File: config.mk
export PLATFORM = sky130hd
export DESIGN_NAME = stable_pitch_note_matcher_core_flat
export DESIGN_NICKNAME = d
export VERILOG_FILES = /design/src/rtl/spnm_pkg.sv /design/src/rtl/spnm_if.sv /design/src/rtl/spnm_front.sv /design/src/rtl/spnm_queue.sv /design/src/rtl/spnm_back.sv /design/src/rtl/stable_pitch_note_matcher_core.sv /design/src/flat_wrapper.sv
export SDC_FILE = /design/constraint.sdc
export NUM_CORES = 2
export LEC_CHECK = 0
export ABC_CLOCK_PERIOD_IN_PS = 17000
export BUFFER_PORTS_ARGS = -buffer_cell sky130_fd_sc_hd__buf_2
export CORE_MARGIN = 3
export CORE_UTILIZATION = 67
export CTS_BUF_LIST = sky130_fd_sc_hd__clkbuf_2 sky130_fd_sc_hd__clkbuf_4 sky130_fd_sc_hd__clkbuf_8
export DETAILED_ROUTE_END_ITERATION = 7
export PLACE_DENSITY = 0.83
export SLEW_MARGIN = 30
export SYNTH_ARGS = -nofsm -noshare
export SYNTH_HDL_FRONTEND = slang
export SYNTH_SLANG_ARGS = --single-unit
export TNS_END_PERCENT = 100
File: constraint.sdc
create_clock -name clock -period 17 [get_ports clock]
set_input_delay 2.55 -clock clock [delete_from_list [all_inputs] [get_ports clock]]
set_output_delay 2.55 -clock clock [all_outputs]
set_load 0.01 [all_outputs]
File: src/rtl/spnm_pkg.sv
// shared types, constants and constant functions of the stable pitch note matcher
`timescale 1ns / 1ps

package spnm_pkg;

   localparam int unsigned FREQ_W      = 16;
   localparam int unsigned TS_W        = 32;
   localparam int unsigned CENTS_W     = 16;
   localparam int unsigned COUNT_W     = 8;
   localparam int unsigned NOTE_COUNT  = 6;
   localparam int unsigned NOTE_IDX_W  = 3;
   // wide enough for the highest note at the largest frequency fraction
   localparam int unsigned NOTE_W      = 17;
   localparam int unsigned CSR_W       = 16;
   localparam int unsigned CSR_IDX_W   = 2;
   localparam int unsigned QUEUE_DEPTH = 2;
   localparam int unsigned QPTR_W      = 1;
   localparam int unsigned SCALE_W     = 15;

   localparam logic [COUNT_W-1:0] COUNT_MAX   = 8'd255;
   localparam logic [SCALE_W-1:0] CENTS_SCALE = 15'd19200;

   localparam logic [FREQ_W-1:0]  RESET_MIN_FREQ  = 16'd1120;
   localparam logic [FREQ_W-1:0]  RESET_MAX_FREQ  = 16'd6400;
   localparam logic [FREQ_W-1:0]  RESET_TOLERANCE = 16'd32;
   localparam logic [COUNT_W-1:0] RESET_REQ_READS = 8'd3;

   localparam logic [CENTS_W-1:0] CENTS_NEG_FULL = 16'h8000;
   localparam logic [CENTS_W-1:0] CENTS_POS_FULL = 16'h7fff;

   localparam int unsigned NOTE_CENTIHZ [NOTE_COUNT] = '{
      8241, 11000, 14683, 19600, 24694, 32963
   };

   typedef enum logic [CSR_IDX_W-1:0] {
      CSR_MIN_FREQ  = 2'd0,
      CSR_MAX_FREQ  = 2'd1,
      CSR_TOLERANCE = 2'd2,
      CSR_REQ_READS = 2'd3
   } csr_index_type;

   typedef struct packed {
      logic [FREQ_W-1:0]  min_frequency;
      logic [FREQ_W-1:0]  max_frequency;
      logic [FREQ_W-1:0]  frequency_tolerance;
      logic [COUNT_W-1:0] stable_reads;
   } cfg_type;

   typedef struct packed {
      logic [TS_W-1:0]       timestamp;
      logic                  pitch_valid;
      logic [FREQ_W-1:0]     frequency;
      logic [NOTE_IDX_W-1:0] note;
   } item_type;

   typedef struct packed {
      logic     valid;
      item_type item;
   } queue_port_type;

   typedef enum logic [5:0] {
      BK_IDLE = 6'b000001,
      BK_NORM = 6'b000010,
      BK_ITER = 6'b000100,
      BK_DIFF = 6'b001000,
      BK_MUL  = 6'b010000,
      BK_SAT  = 6'b100000
   } back_state_type;

   // note frequency in input units, rounded
   function automatic logic [NOTE_W-1:0] note_units(input int unsigned idx,
                                                    input int unsigned frac_bits);
      logic [39:0] v;
      v = 40'(NOTE_CENTIHZ[idx]) << frac_bits;
      return NOTE_W'((v + 40'd50) / 40'd100);
   endfunction

   // log2 by repeated squaring, for elaboration-time constants only
   function automatic logic [63:0] log2_const(input logic [31:0] x,
                                              input int unsigned lfb);
      int unsigned msb;
      logic [63:0] y;
      logic [63:0] frac;
      msb = 0;
      while (msb < 31 && (x >> (msb + 1)) != 32'd0) msb++;
      y = 64'(x) << (31 - msb);
      frac = 64'd0;
      for (int i = 0; i < int'(lfb); i++) begin
         y = (y * y) >> 31;
         frac = frac << 1;
         if (y >= (64'd1 << 32)) begin
            frac = frac | 64'd1;
            y = y >> 1;
         end
      end
      return (64'(msb) << lfb) | frac;
   endfunction

endpackage

File: src/rtl/spnm_if.sv
// request and response stream interfaces of the stable pitch note matcher
`timescale 1ns / 1ps

interface spnm_req_if import spnm_pkg::*; ();
   logic              valid;
   logic              ready;
   logic [FREQ_W-1:0] frequency_in;
   logic [TS_W-1:0]   timestamp_in;

   modport source (output valid, output frequency_in, output timestamp_in, input ready);
   modport sink (input valid, input frequency_in, input timestamp_in, output ready);
endinterface

interface spnm_rsp_if import spnm_pkg::*; ();
   logic                  valid;
   logic                  ready;
   logic [TS_W-1:0]       timestamp_out;
   logic                  pitch_valid;
   logic [FREQ_W-1:0]     frequency_out;
   logic [NOTE_IDX_W-1:0] note_index;
   logic [CENTS_W-1:0]    cents_deviation;

   modport source (output valid, output timestamp_out, output pitch_valid,
                   output frequency_out, output note_index, output cents_deviation,
                   input ready);
   modport sink (input valid, input timestamp_out, input pitch_valid,
                 input frequency_out, input note_index, input cents_deviation,
                 output ready);
endinterface

File: src/rtl/spnm_front.sv
// front end: accepts frames, tracks pitch stability and picks the nearest note
`timescale 1ns / 1ps

module spnm_front
   import spnm_pkg::*;
#(
   parameter int unsigned FREQ_FRAC_BITS = 4
) (
   input  logic           clock,
   input  logic           reset,
   input  cfg_type        cfg,
   spnm_req_if.sink       req,
   input  logic           q_full,
   output queue_port_type push
);

   localparam logic [NOTE_W-1:0] NOTE_UNITS [NOTE_COUNT] = '{
      note_units(0, FREQ_FRAC_BITS), note_units(1, FREQ_FRAC_BITS),
      note_units(2, FREQ_FRAC_BITS), note_units(3, FREQ_FRAC_BITS),
      note_units(4, FREQ_FRAC_BITS), note_units(5, FREQ_FRAC_BITS)
   };

   logic                  hold_ff, hold_in;
   logic [FREQ_W-1:0]     freq_ff, freq_in;
   logic [TS_W-1:0]       ts_ff, ts_in;
   logic [FREQ_W-1:0]     last_ff, last_in;
   logic [COUNT_W-1:0]    count_ff, count_in;

   logic                  do_push;
   logic                  in_range;
   logic [FREQ_W-1:0]     jump;
   logic [COUNT_W-1:0]    count_next;
   logic                  report;
   logic [NOTE_W-1:0]     freq_ext;
   logic [NOTE_W-1:0]     note_gap;
   logic [NOTE_W-1:0]     best_gap;
   logic [NOTE_IDX_W-1:0] best_idx;

   assign do_push   = hold_ff && !q_full;
   assign req.ready = !hold_ff || do_push;

   always_comb begin
      in_range = (freq_ff >= cfg.min_frequency) && (freq_ff <= cfg.max_frequency);
      jump = (freq_ff >= last_ff) ? (freq_ff - last_ff) : (last_ff - freq_ff);
      if (jump <= cfg.frequency_tolerance) begin
         count_next = (count_ff == COUNT_MAX) ? count_ff : count_ff + 8'd1;
      end else begin
         count_next = 8'd1;
      end
      report = in_range && (count_next >= cfg.stable_reads);
   end

   // nearest note, ties to the lower index
   always_comb begin
      freq_ext = NOTE_W'(freq_ff);
      best_gap = (freq_ext >= NOTE_UNITS[0]) ? (freq_ext - NOTE_UNITS[0])
                                             : (NOTE_UNITS[0] - freq_ext);
      best_idx = '0;
      note_gap = '0;
      for (int i = 1; i < int'(NOTE_COUNT); i++) begin
         note_gap = (freq_ext >= NOTE_UNITS[i]) ? (freq_ext - NOTE_UNITS[i])
                                                : (NOTE_UNITS[i] - freq_ext);
         if (note_gap < best_gap) begin
            best_gap = note_gap;
            best_idx = NOTE_IDX_W'(i);
         end
      end
   end

   always_comb begin
      push.valid            = do_push;
      push.item.timestamp   = ts_ff;
      push.item.pitch_valid = report;
      push.item.frequency   = report ? freq_ff : '0;
      push.item.note        = report ? best_idx : '0;
   end

   always_comb begin
      hold_in  = hold_ff;
      freq_in  = freq_ff;
      ts_in    = ts_ff;
      last_in  = last_ff;
      count_in = count_ff;
      if (do_push) begin
         hold_in  = 1'b0;
         last_in  = in_range ? freq_ff : '0;
         count_in = in_range ? count_next : '0;
      end
      if (req.valid && req.ready) begin
         hold_in = 1'b1;
         freq_in = req.frequency_in;
         ts_in   = req.timestamp_in;
      end
   end

   always_ff @(posedge clock) begin
      if (reset) begin
         hold_ff  <= 1'b0;
         last_ff  <= '0;
         count_ff <= '0;
      end else begin
         hold_ff  <= hold_in;
         last_ff  <= last_in;
         count_ff <= count_in;
      end
      freq_ff <= freq_in;
      ts_ff   <= ts_in;
   end

endmodule

File: src/rtl/spnm_queue.sv
// short queue between the front end and the cents unit
`timescale 1ns / 1ps

module spnm_queue
   import spnm_pkg::*;
(
   input  logic           clock,
   input  logic           reset,
   input  queue_port_type push,
   output logic           full,
   output queue_port_type head,
   input  logic           pop
);

   item_type          mem_ff [QUEUE_DEPTH];
   logic [QPTR_W-1:0] wr_ptr_ff, wr_ptr_in;
   logic [QPTR_W-1:0] rd_ptr_ff, rd_ptr_in;
   logic [QPTR_W:0]   count_ff, count_in;
   logic              do_push;
   logic              do_pop;

   assign full       = (count_ff == (QPTR_W + 1)'(QUEUE_DEPTH));
   assign head.valid = (count_ff != '0);
   assign head.item  = mem_ff[rd_ptr_ff];
   assign do_push    = push.valid && !full;
   assign do_pop     = pop && head.valid;

   always_comb begin
      wr_ptr_in = do_push ? wr_ptr_ff + 1'b1 : wr_ptr_ff;
      rd_ptr_in = do_pop ? rd_ptr_ff + 1'b1 : rd_ptr_ff;
      count_in  = count_ff;
      if (do_push && !do_pop) begin
         count_in = count_ff + 1'b1;
      end else if (do_pop && !do_push) begin
         count_in = count_ff - 1'b1;
      end
   end

   always_ff @(posedge clock) begin
      if (reset) begin
         wr_ptr_ff <= '0;
         rd_ptr_ff <= '0;
         count_ff  <= '0;
      end else begin
         wr_ptr_ff <= wr_ptr_in;
         rd_ptr_ff <= rd_ptr_in;
         count_ff  <= count_in;
      end
      if (do_push) begin
         mem_ff[wr_ptr_ff] <= push.item;
      end
   end

endmodule

File: src/rtl/spnm_back.sv
// back end: iterative log2, cents deviation and the response register
`timescale 1ns / 1ps

module spnm_back
   import spnm_pkg::*;
#(
   parameter int unsigned FREQ_FRAC_BITS = 4,
   parameter int unsigned LOG_FRAC_BITS  = 16
) (
   input  logic           clock,
   input  logic           reset,
   input  queue_port_type head,
   output logic           pop,
   spnm_rsp_if.source     rsp
);

   localparam int unsigned LW     = LOG_FRAC_BITS + 5;
   localparam int unsigned PW     = LW + SCALE_W;
   localparam int unsigned SW     = PW - LOG_FRAC_BITS;
   localparam int unsigned ITER_W = $clog2(LOG_FRAC_BITS);

   localparam logic [LW-1:0] NOTE_LOG [NOTE_COUNT] = '{
      LW'(log2_const(32'(note_units(0, FREQ_FRAC_BITS)), LOG_FRAC_BITS)),
      LW'(log2_const(32'(note_units(1, FREQ_FRAC_BITS)), LOG_FRAC_BITS)),
      LW'(log2_const(32'(note_units(2, FREQ_FRAC_BITS)), LOG_FRAC_BITS)),
      LW'(log2_const(32'(note_units(3, FREQ_FRAC_BITS)), LOG_FRAC_BITS)),
      LW'(log2_const(32'(note_units(4, FREQ_FRAC_BITS)), LOG_FRAC_BITS)),
      LW'(log2_const(32'(note_units(5, FREQ_FRAC_BITS)), LOG_FRAC_BITS))
   };

   back_state_type           state_ff, state_in;
   item_type                 item_ff, item_in;
   logic [3:0]               msb_ff, msb_in;
   logic [31:0]              y_ff, y_in;
   logic [LOG_FRAC_BITS-1:0] frac_ff, frac_in;
   logic [ITER_W-1:0]        iter_ff, iter_in;
   logic                     neg_ff, neg_in;
   logic [LW-1:0]            mag_ff, mag_in;
   logic [PW-1:0]            prod_ff, prod_in;
   logic                     rsp_valid_ff, rsp_valid_in;
   item_type                 out_ff, out_in;
   logic [CENTS_W-1:0]       cents_ff, cents_in;

   logic                     out_free;
   logic                     direct;
   logic [3:0]               lead;
   logic [63:0]              square;
   logic [32:0]              sq_q;
   logic [LW-1:0]            log_f;
   logic [LW-1:0]            log_n;
   logic [SW-1:0]            scaled;
   logic [SW-1:0]            neg_mag;
   logic [CENTS_W-1:0]       cents_sat;

   assign out_free = !rsp_valid_ff || rsp.ready;
   assign direct   = !head.item.pitch_valid || (head.item.frequency == '0);

   // leading one of the working frequency
   always_comb begin
      lead = '0;
      for (int i = 0; i < int'(FREQ_W); i++) begin
         if (item_ff.frequency[i]) begin
            lead = 4'(i);
         end
      end
   end

   assign square = y_ff * y_ff;
   assign sq_q   = square[63:31];
   assign log_f  = {1'b0, msb_ff, frac_ff};
   assign log_n  = NOTE_LOG[item_ff.note];
   assign scaled = prod_ff[PW-1:LOG_FRAC_BITS];

   always_comb begin
      neg_mag = (scaled > SW'(32768)) ? SW'(32768) : scaled;
      if (neg_ff) begin
         cents_sat = CENTS_W'(SW'(0) - neg_mag);
      end else begin
         cents_sat = (scaled > SW'(32767)) ? CENTS_POS_FULL : CENTS_W'(scaled);
      end
   end

   always_comb begin
      state_in     = state_ff;
      item_in      = item_ff;
      msb_in       = msb_ff;
      y_in         = y_ff;
      frac_in      = frac_ff;
      iter_in      = iter_ff;
      neg_in       = neg_ff;
      mag_in       = mag_ff;
      prod_in      = prod_ff;
      out_in       = out_ff;
      cents_in     = cents_ff;
      rsp_valid_in = rsp.ready ? 1'b0 : rsp_valid_ff;
      pop          = 1'b0;
      unique case (state_ff)
         BK_IDLE: begin
            if (head.valid) begin
               if (direct) begin
                  if (out_free) begin
                     pop          = 1'b1;
                     out_in       = head.item;
                     cents_in     = head.item.pitch_valid ? CENTS_NEG_FULL : '0;
                     rsp_valid_in = 1'b1;
                  end
               end else begin
                  pop      = 1'b1;
                  item_in  = head.item;
                  state_in = BK_NORM;
               end
            end
         end
         BK_NORM: begin
            msb_in   = lead;
            y_in     = 32'(item_ff.frequency) << (5'd31 - 5'(lead));
            frac_in  = '0;
            iter_in  = '0;
            state_in = BK_ITER;
         end
         BK_ITER: begin
            frac_in = {frac_ff[LOG_FRAC_BITS-2:0], sq_q[32]};
            y_in    = sq_q[32] ? sq_q[32:1] : sq_q[31:0];
            iter_in = iter_ff + 1'b1;
            if (iter_ff == ITER_W'(LOG_FRAC_BITS - 1)) begin
               state_in = BK_DIFF;
            end
         end
         BK_DIFF: begin
            neg_in   = log_f < log_n;
            mag_in   = (log_f < log_n) ? (log_n - log_f) : (log_f - log_n);
            state_in = BK_MUL;
         end
         BK_MUL: begin
            prod_in  = PW'(mag_ff) * PW'(CENTS_SCALE);
            state_in = BK_SAT;
         end
         BK_SAT: begin
            if (out_free) begin
               out_in       = item_ff;
               cents_in     = cents_sat;
               rsp_valid_in = 1'b1;
               state_in     = BK_IDLE;
            end
         end
      endcase
   end

   always_ff @(posedge clock) begin
      if (reset) begin
         state_ff     <= BK_IDLE;
         rsp_valid_ff <= 1'b0;
      end else begin
         state_ff     <= state_in;
         rsp_valid_ff <= rsp_valid_in;
      end
      item_ff  <= item_in;
      msb_ff   <= msb_in;
      y_ff     <= y_in;
      frac_ff  <= frac_in;
      iter_ff  <= iter_in;
      neg_ff   <= neg_in;
      mag_ff   <= mag_in;
      prod_ff  <= prod_in;
      out_ff   <= out_in;
      cents_ff <= cents_in;
   end

   assign rsp.valid           = rsp_valid_ff;
   assign rsp.timestamp_out   = out_ff.timestamp;
   assign rsp.pitch_valid     = out_ff.pitch_valid;
   assign rsp.frequency_out   = out_ff.frequency;
   assign rsp.note_index      = out_ff.note;
   assign rsp.cents_deviation = cents_ff;

endmodule

File: src/rtl/stable_pitch_note_matcher_core.sv
// Path: a reported pitch with nonzero frequency passes the front-end hold register, the
// queue, back-end states NORM, ITER, DIFF, MUL, SAT and the response register; other
// frames go from the queue into the response register. Throughput: one reported pitch at
// a time, its log2 loop one bit a cycle; others one a cycle while the response is taken.
// Reset: synchronous, active high; clears stability state, queue and response register
// and restores the register defaults. No clearing pass.
`timescale 1ns / 1ps

module stable_pitch_note_matcher_core
   import spnm_pkg::*;
#(
   parameter int unsigned FREQ_FRAC_BITS = 4,
   parameter int unsigned LOG_FRAC_BITS  = 16
) (
   input  logic                 clock,
   input  logic                 reset,
   spnm_req_if.sink             req,
   spnm_rsp_if.source           rsp,
   input  logic                 csr_write_enable,
   input  logic [CSR_IDX_W-1:0] csr_index,
   input  logic [CSR_W-1:0]     csr_write_data
);

   cfg_type        cfg_ff, cfg_in;
   queue_port_type push;
   queue_port_type head;
   logic           q_full;
   logic           pop;

   always_comb begin
      cfg_in = cfg_ff;
      if (csr_write_enable) begin
         unique case (csr_index_type'(csr_index))
            CSR_MIN_FREQ:  cfg_in.min_frequency       = csr_write_data;
            CSR_MAX_FREQ:  cfg_in.max_frequency       = csr_write_data;
            CSR_TOLERANCE: cfg_in.frequency_tolerance = csr_write_data;
            CSR_REQ_READS: cfg_in.stable_reads        = csr_write_data[COUNT_W-1:0];
         endcase
      end
   end

   always_ff @(posedge clock) begin
      if (reset) begin
         cfg_ff.min_frequency       <= RESET_MIN_FREQ;
         cfg_ff.max_frequency       <= RESET_MAX_FREQ;
         cfg_ff.frequency_tolerance <= RESET_TOLERANCE;
         cfg_ff.stable_reads        <= RESET_REQ_READS;
      end else begin
         cfg_ff <= cfg_in;
      end
   end

   spnm_front #(
      .FREQ_FRAC_BITS(FREQ_FRAC_BITS)
   ) u_front (
      .clock (clock),
      .reset (reset),
      .cfg   (cfg_ff),
      .req   (req),
      .q_full(q_full),
      .push  (push)
   );

   spnm_queue u_queue (
      .clock(clock),
      .reset(reset),
      .push (push),
      .full (q_full),
      .head (head),
      .pop  (pop)
   );

   spnm_back #(
      .FREQ_FRAC_BITS(FREQ_FRAC_BITS),
      .LOG_FRAC_BITS (LOG_FRAC_BITS)
   ) u_back (
      .clock(clock),
      .reset(reset),
      .head (head),
      .pop  (pop),
      .rsp  (rsp)
   );

endmodule

File: src/flat_wrapper.sv
// flat-port wrapper written by rule: the top's interface ports become plain ports
module stable_pitch_note_matcher_core_flat import spnm_pkg::*;
#(
   parameter int unsigned FREQ_FRAC_BITS = 4,
   parameter int unsigned LOG_FRAC_BITS  = 16
)
  (clock, reset, csr_write_enable, csr_index, csr_write_data, req_valid, req_frequency_in, req_timestamp_in, req_ready, rsp_valid, rsp_timestamp_out, rsp_pitch_valid, rsp_frequency_out, rsp_note_index, rsp_cents_deviation, rsp_ready);
  spnm_req_if req_i ();
  spnm_rsp_if rsp_i ();
  input  logic clock;
  input  logic reset;
  input  logic csr_write_enable;
  input  logic [CSR_IDX_W-1:0] csr_index;
  input  logic [CSR_W-1:0] csr_write_data;
  input wire logic [$bits(req_i.valid)-1:0] req_valid;
  input wire logic [$bits(req_i.frequency_in)-1:0] req_frequency_in;
  input wire logic [$bits(req_i.timestamp_in)-1:0] req_timestamp_in;
  output wire logic [$bits(req_i.ready)-1:0] req_ready;
  output wire logic [$bits(rsp_i.valid)-1:0] rsp_valid;
  output wire logic [$bits(rsp_i.timestamp_out)-1:0] rsp_timestamp_out;
  output wire logic [$bits(rsp_i.pitch_valid)-1:0] rsp_pitch_valid;
  output wire logic [$bits(rsp_i.frequency_out)-1:0] rsp_frequency_out;
  output wire logic [$bits(rsp_i.note_index)-1:0] rsp_note_index;
  output wire logic [$bits(rsp_i.cents_deviation)-1:0] rsp_cents_deviation;
  input wire logic [$bits(rsp_i.ready)-1:0] rsp_ready;
  assign req_i.valid = req_valid;
  assign req_i.frequency_in = req_frequency_in;
  assign req_i.timestamp_in = req_timestamp_in;
  assign req_ready = req_i.ready;
  assign rsp_valid = rsp_i.valid;
  assign rsp_timestamp_out = rsp_i.timestamp_out;
  assign rsp_pitch_valid = rsp_i.pitch_valid;
  assign rsp_frequency_out = rsp_i.frequency_out;
  assign rsp_note_index = rsp_i.note_index;
  assign rsp_cents_deviation = rsp_i.cents_deviation;
  assign rsp_i.ready = rsp_ready;
  stable_pitch_note_matcher_core #(.FREQ_FRAC_BITS(FREQ_FRAC_BITS), .LOG_FRAC_BITS(LOG_FRAC_BITS)) u_core (.clock(clock), .reset(reset), .req(req_i), .rsp(rsp_i), .csr_write_enable(csr_write_enable), .csr_index(csr_index), .csr_write_data(csr_write_data));
endmodule
==> summary.md <==
| Metric | Value |
|---|---|
| Status | `complete, no violations` |
| Die height | `302 um` |
| Die area | `0.0912 mm2` |
| Vias per cell | `5.96` |
| Yosys cell types | `82` |
| Worst-case clock buffer depth | `3` |
| RSZ-0062 raised after global routing | `false` |
| Clock buffer count from CTS | `74` |
| Setup WS post-layout | `1.52 ns` |
| Final ANT Viol Nets | `0` |
| Standard-cell rows | `107` |
| Root buf cell | `clkbuf_8` |
| Nets | `7645` |
| Starting density of the core | `0.683` |
| Slew HR | `0.253` |
| Initial antenna violation count | `5` |
| Final GP Congestion | `0.984` |
| Share of flip-flops with an asynchronous set or reset | `0` |
| Number of synthesized flops with an enable pin | `370` |
| CP max stage cell | `nor3_1` |
| Synth Area per Inst | `9.67 um2` |
| Most common cell after layout, fill and taps aside | `inv_1` |
| TritonCTS clock tree | `yes` |
| Drt total wl | `roughly 160000 um` |
| Clock transition at path regs | `0.07 ns` |
| Initial DRC count | `3898` |
| Post-Syn Nets | `7569` |
| Hold Buf Count CTS | `0` |
| Number of buffers added on ports | `140` |
| Hold Path Class | `reg -> reg` |
| Post-CTS sizing | `0` |
| Core Area | `0.0859 mm2` |
| Register area share after synthesis | `0.221` |
| Slew of the pin with the lowest slew margin | `1.12 ns` |
| Most frequent cells in the layout | `inv_1 (1248), fa_1 (842), ha_1 (590)` |
| Crit start category | `register` |
| Max FO, Critical Path | `22` |
| Highest clock rate | `64.6 MHz` |
| Max-Cap Viols | `0` |
| FILL cells | `6051` |
| Vias | `43800` |
| Number of cells on the worst reg-to-reg path | `between 60 and 70` |
| Synth Cell Area | `0.0587 mm2` |
| Clock Latency Late Sink | `0.67 ns` |
| Die Wd | `302 um` |
| Layout area overhead | `6.30%` |
| Final Hold Vio Count | `0` |
| # setup viols final | `0` |
| Yosys reg bits | `between 400 and 500` |
| Final Util | `0.726` |
| I/O Pins | `approximately 140` |
| Most numerous cell on the critical path | `a21o_1` |
| DP Wirelength | `between 100000 and 150000 um` |
| Max incr delay on CP | `0.76 ns` |
| CP required | `17.39 ns` |
| Setup Fix Bufs, Post-CTS | `0` |
| GR Util All Layers | `0.364` |
| Setup Skew | `0.0402 ns` |
| Synth area leader | `fa_1` |
| Cell count after synthesis | `roughly 6100` |
| YS warnings | `0` |
| Primary FF master, synth | `edfxtp_1` |
| Share of cells above drive strength 1 | `0.0863` |
| WL/cell | `roughly 22 um` |
| Top cell type's share of synthesized area | `0.287` |
| Grt ovf | `0` |
| Slew Limit Fails | `0` |
| Critical path class | `reg -> reg` |
| Hold path cells | `0` |
| Clk sinks | `463` |
| H-tree level count | `3` |
| CP Capture Type | `register` |
| Pre-CTS setup slack | `2.00 ns` |
| Tmin final | `15.48 ns` |
| Setup_tns | `0 ns` |
| Top cells by area, synth | `fa_1 (29%), edfxtp_1 (19%), ha_1 (13%)` |
| Vias in the first global route | `~46000` |
| CP arrival | `~16 ns` |
| # DRC | `0` |
| First-pass GRT wire length | `256000 um` |
| Period Utilization, post-route | `0.910` |
| Drt first pass iters | `8` |
| Largest net degree at the start of global routing | `84` |
==> worst paths after layout <==
| check | from | endpoint | slack, ns |
|---|---|---|---|
| worst max-delay path | u_core.u_front.freq_ff[14] | u_core.u_queue.mem_ff[0][2] | 1.52 |
| worst min-delay path | u_core.u_front.ts_ff[0] | u_core.u_queue.mem_ff[0][20] | 0.44 |
| worst max register to register | u_core.u_front.freq_ff[14] | u_core.u_queue.mem_ff[0][2] | 1.52 |
| worst min register to register | u_core.u_front.ts_ff[0] | u_core.u_queue.mem_ff[0][20] | 0.44 |
==> stage by stage <==
step           cells  hold WS, ns  cell area (um2)
2_1_floorplan   6066        0.421            58700
3_3_place_gp    7209        0.422            60700
3_5_place_dp    7209        0.432            60700
4_1_cts         7345        0.442            62300
5_1_grt         7348        0.450            62400
6_report        7349        0.437            62400
==> cell families after synthesis <==
family	count (synthesis)	synth area share
multiplexers	180	0.0329
adder cells (fa/ha/maj)	1432	0.413
flip-flops	463	0.221
AND/OR/NAND/NOR	1424	0.113
XOR/XNOR	179	0.0267
buffers and inverters	1501	0.0963
AO/OA/AOI/OAI	887	0.0965
==> routing by layer <==
metal	up-vias	wire length (um)	track usage
met5	-	17	0
met4	2	7360	0.143
met3	495	13400	0.0653
met2	1965	76800	0.600
met1	21700	63200	0.482
li1	19600	-	-
==> cells in the mapped netlist (all sizes together), types with 7 or more instances <==
library cell	number
nor3b	11
a31oi	25
a2111oi	7
or4	7
a21o	120
nor2b	40
a21oi	315
nand4	39
o21bai	16
nor3	55
xnor2	134
nand3	76
edfxtp	370
clkbuf	210
a21boi	9
inv	1253
buf	30
or3	16
a2bb2oi	7
clkinv	8
xor2	45
fa	842
a31o	10
nand2b	38
o2111ai	9
dfxtp	93
nor4	14
a221oi	13
o21a	46
o211ai	28
nand2	561
nand3b	7
nor2	305
mux2	104
mux2i	76
and3	21
o21ai	159
a211oi	35
ha	590
o31ai	16
or2	16
and2	206
==> registers in the layout, summed over array words and instances (netlist names), 20 cells and up, named ones only <==
signal,flops
u_core.u_back.y_ff,32
u_core.u_front.ts_ff,32
u_core.u_back.rsp.timestamp_out,32
u_core.u_queue.mem_ff,104
u_core.u_back.prod_ff,20
u_core.cfg_ff,56
u_core.u_back.mag_ff,21
u_core.u_back.item_ff,52
==> layout make-up <==
class | count | area, um2 | area share
antenna | 3 | 7.51 | 0.000120
clock buffer | 112 | 1350 | 0.0216
clock inverter | 24 | 290 | 0.00465
sequential | 463 | 13000 | 0.208
tap | 1144 | 1430 | 0.0229
timing repair buffer | 240 | 1460 | 0.0233
inverter | 1261 | 4730 | 0.0759
multi-input combinational | 4102 | 40100 | 0.643
==> critical path: cells and delay by family (launching register included) <==
family	cells	cell delay, ns
AOI/OAI and AO/OA	30	5.95
and+or+nand+nor	17	4.70
buffers and inverters	6	1.53
adders and majority gates	5	1.50
muxes	3	0.90
DFF	1	0.35
xor gates and xnor gates	1	0.22
Power is left out: the tool's default activity adds up to more than one toggle a clock period on the data nets, which glitch-free logic cannot reach.
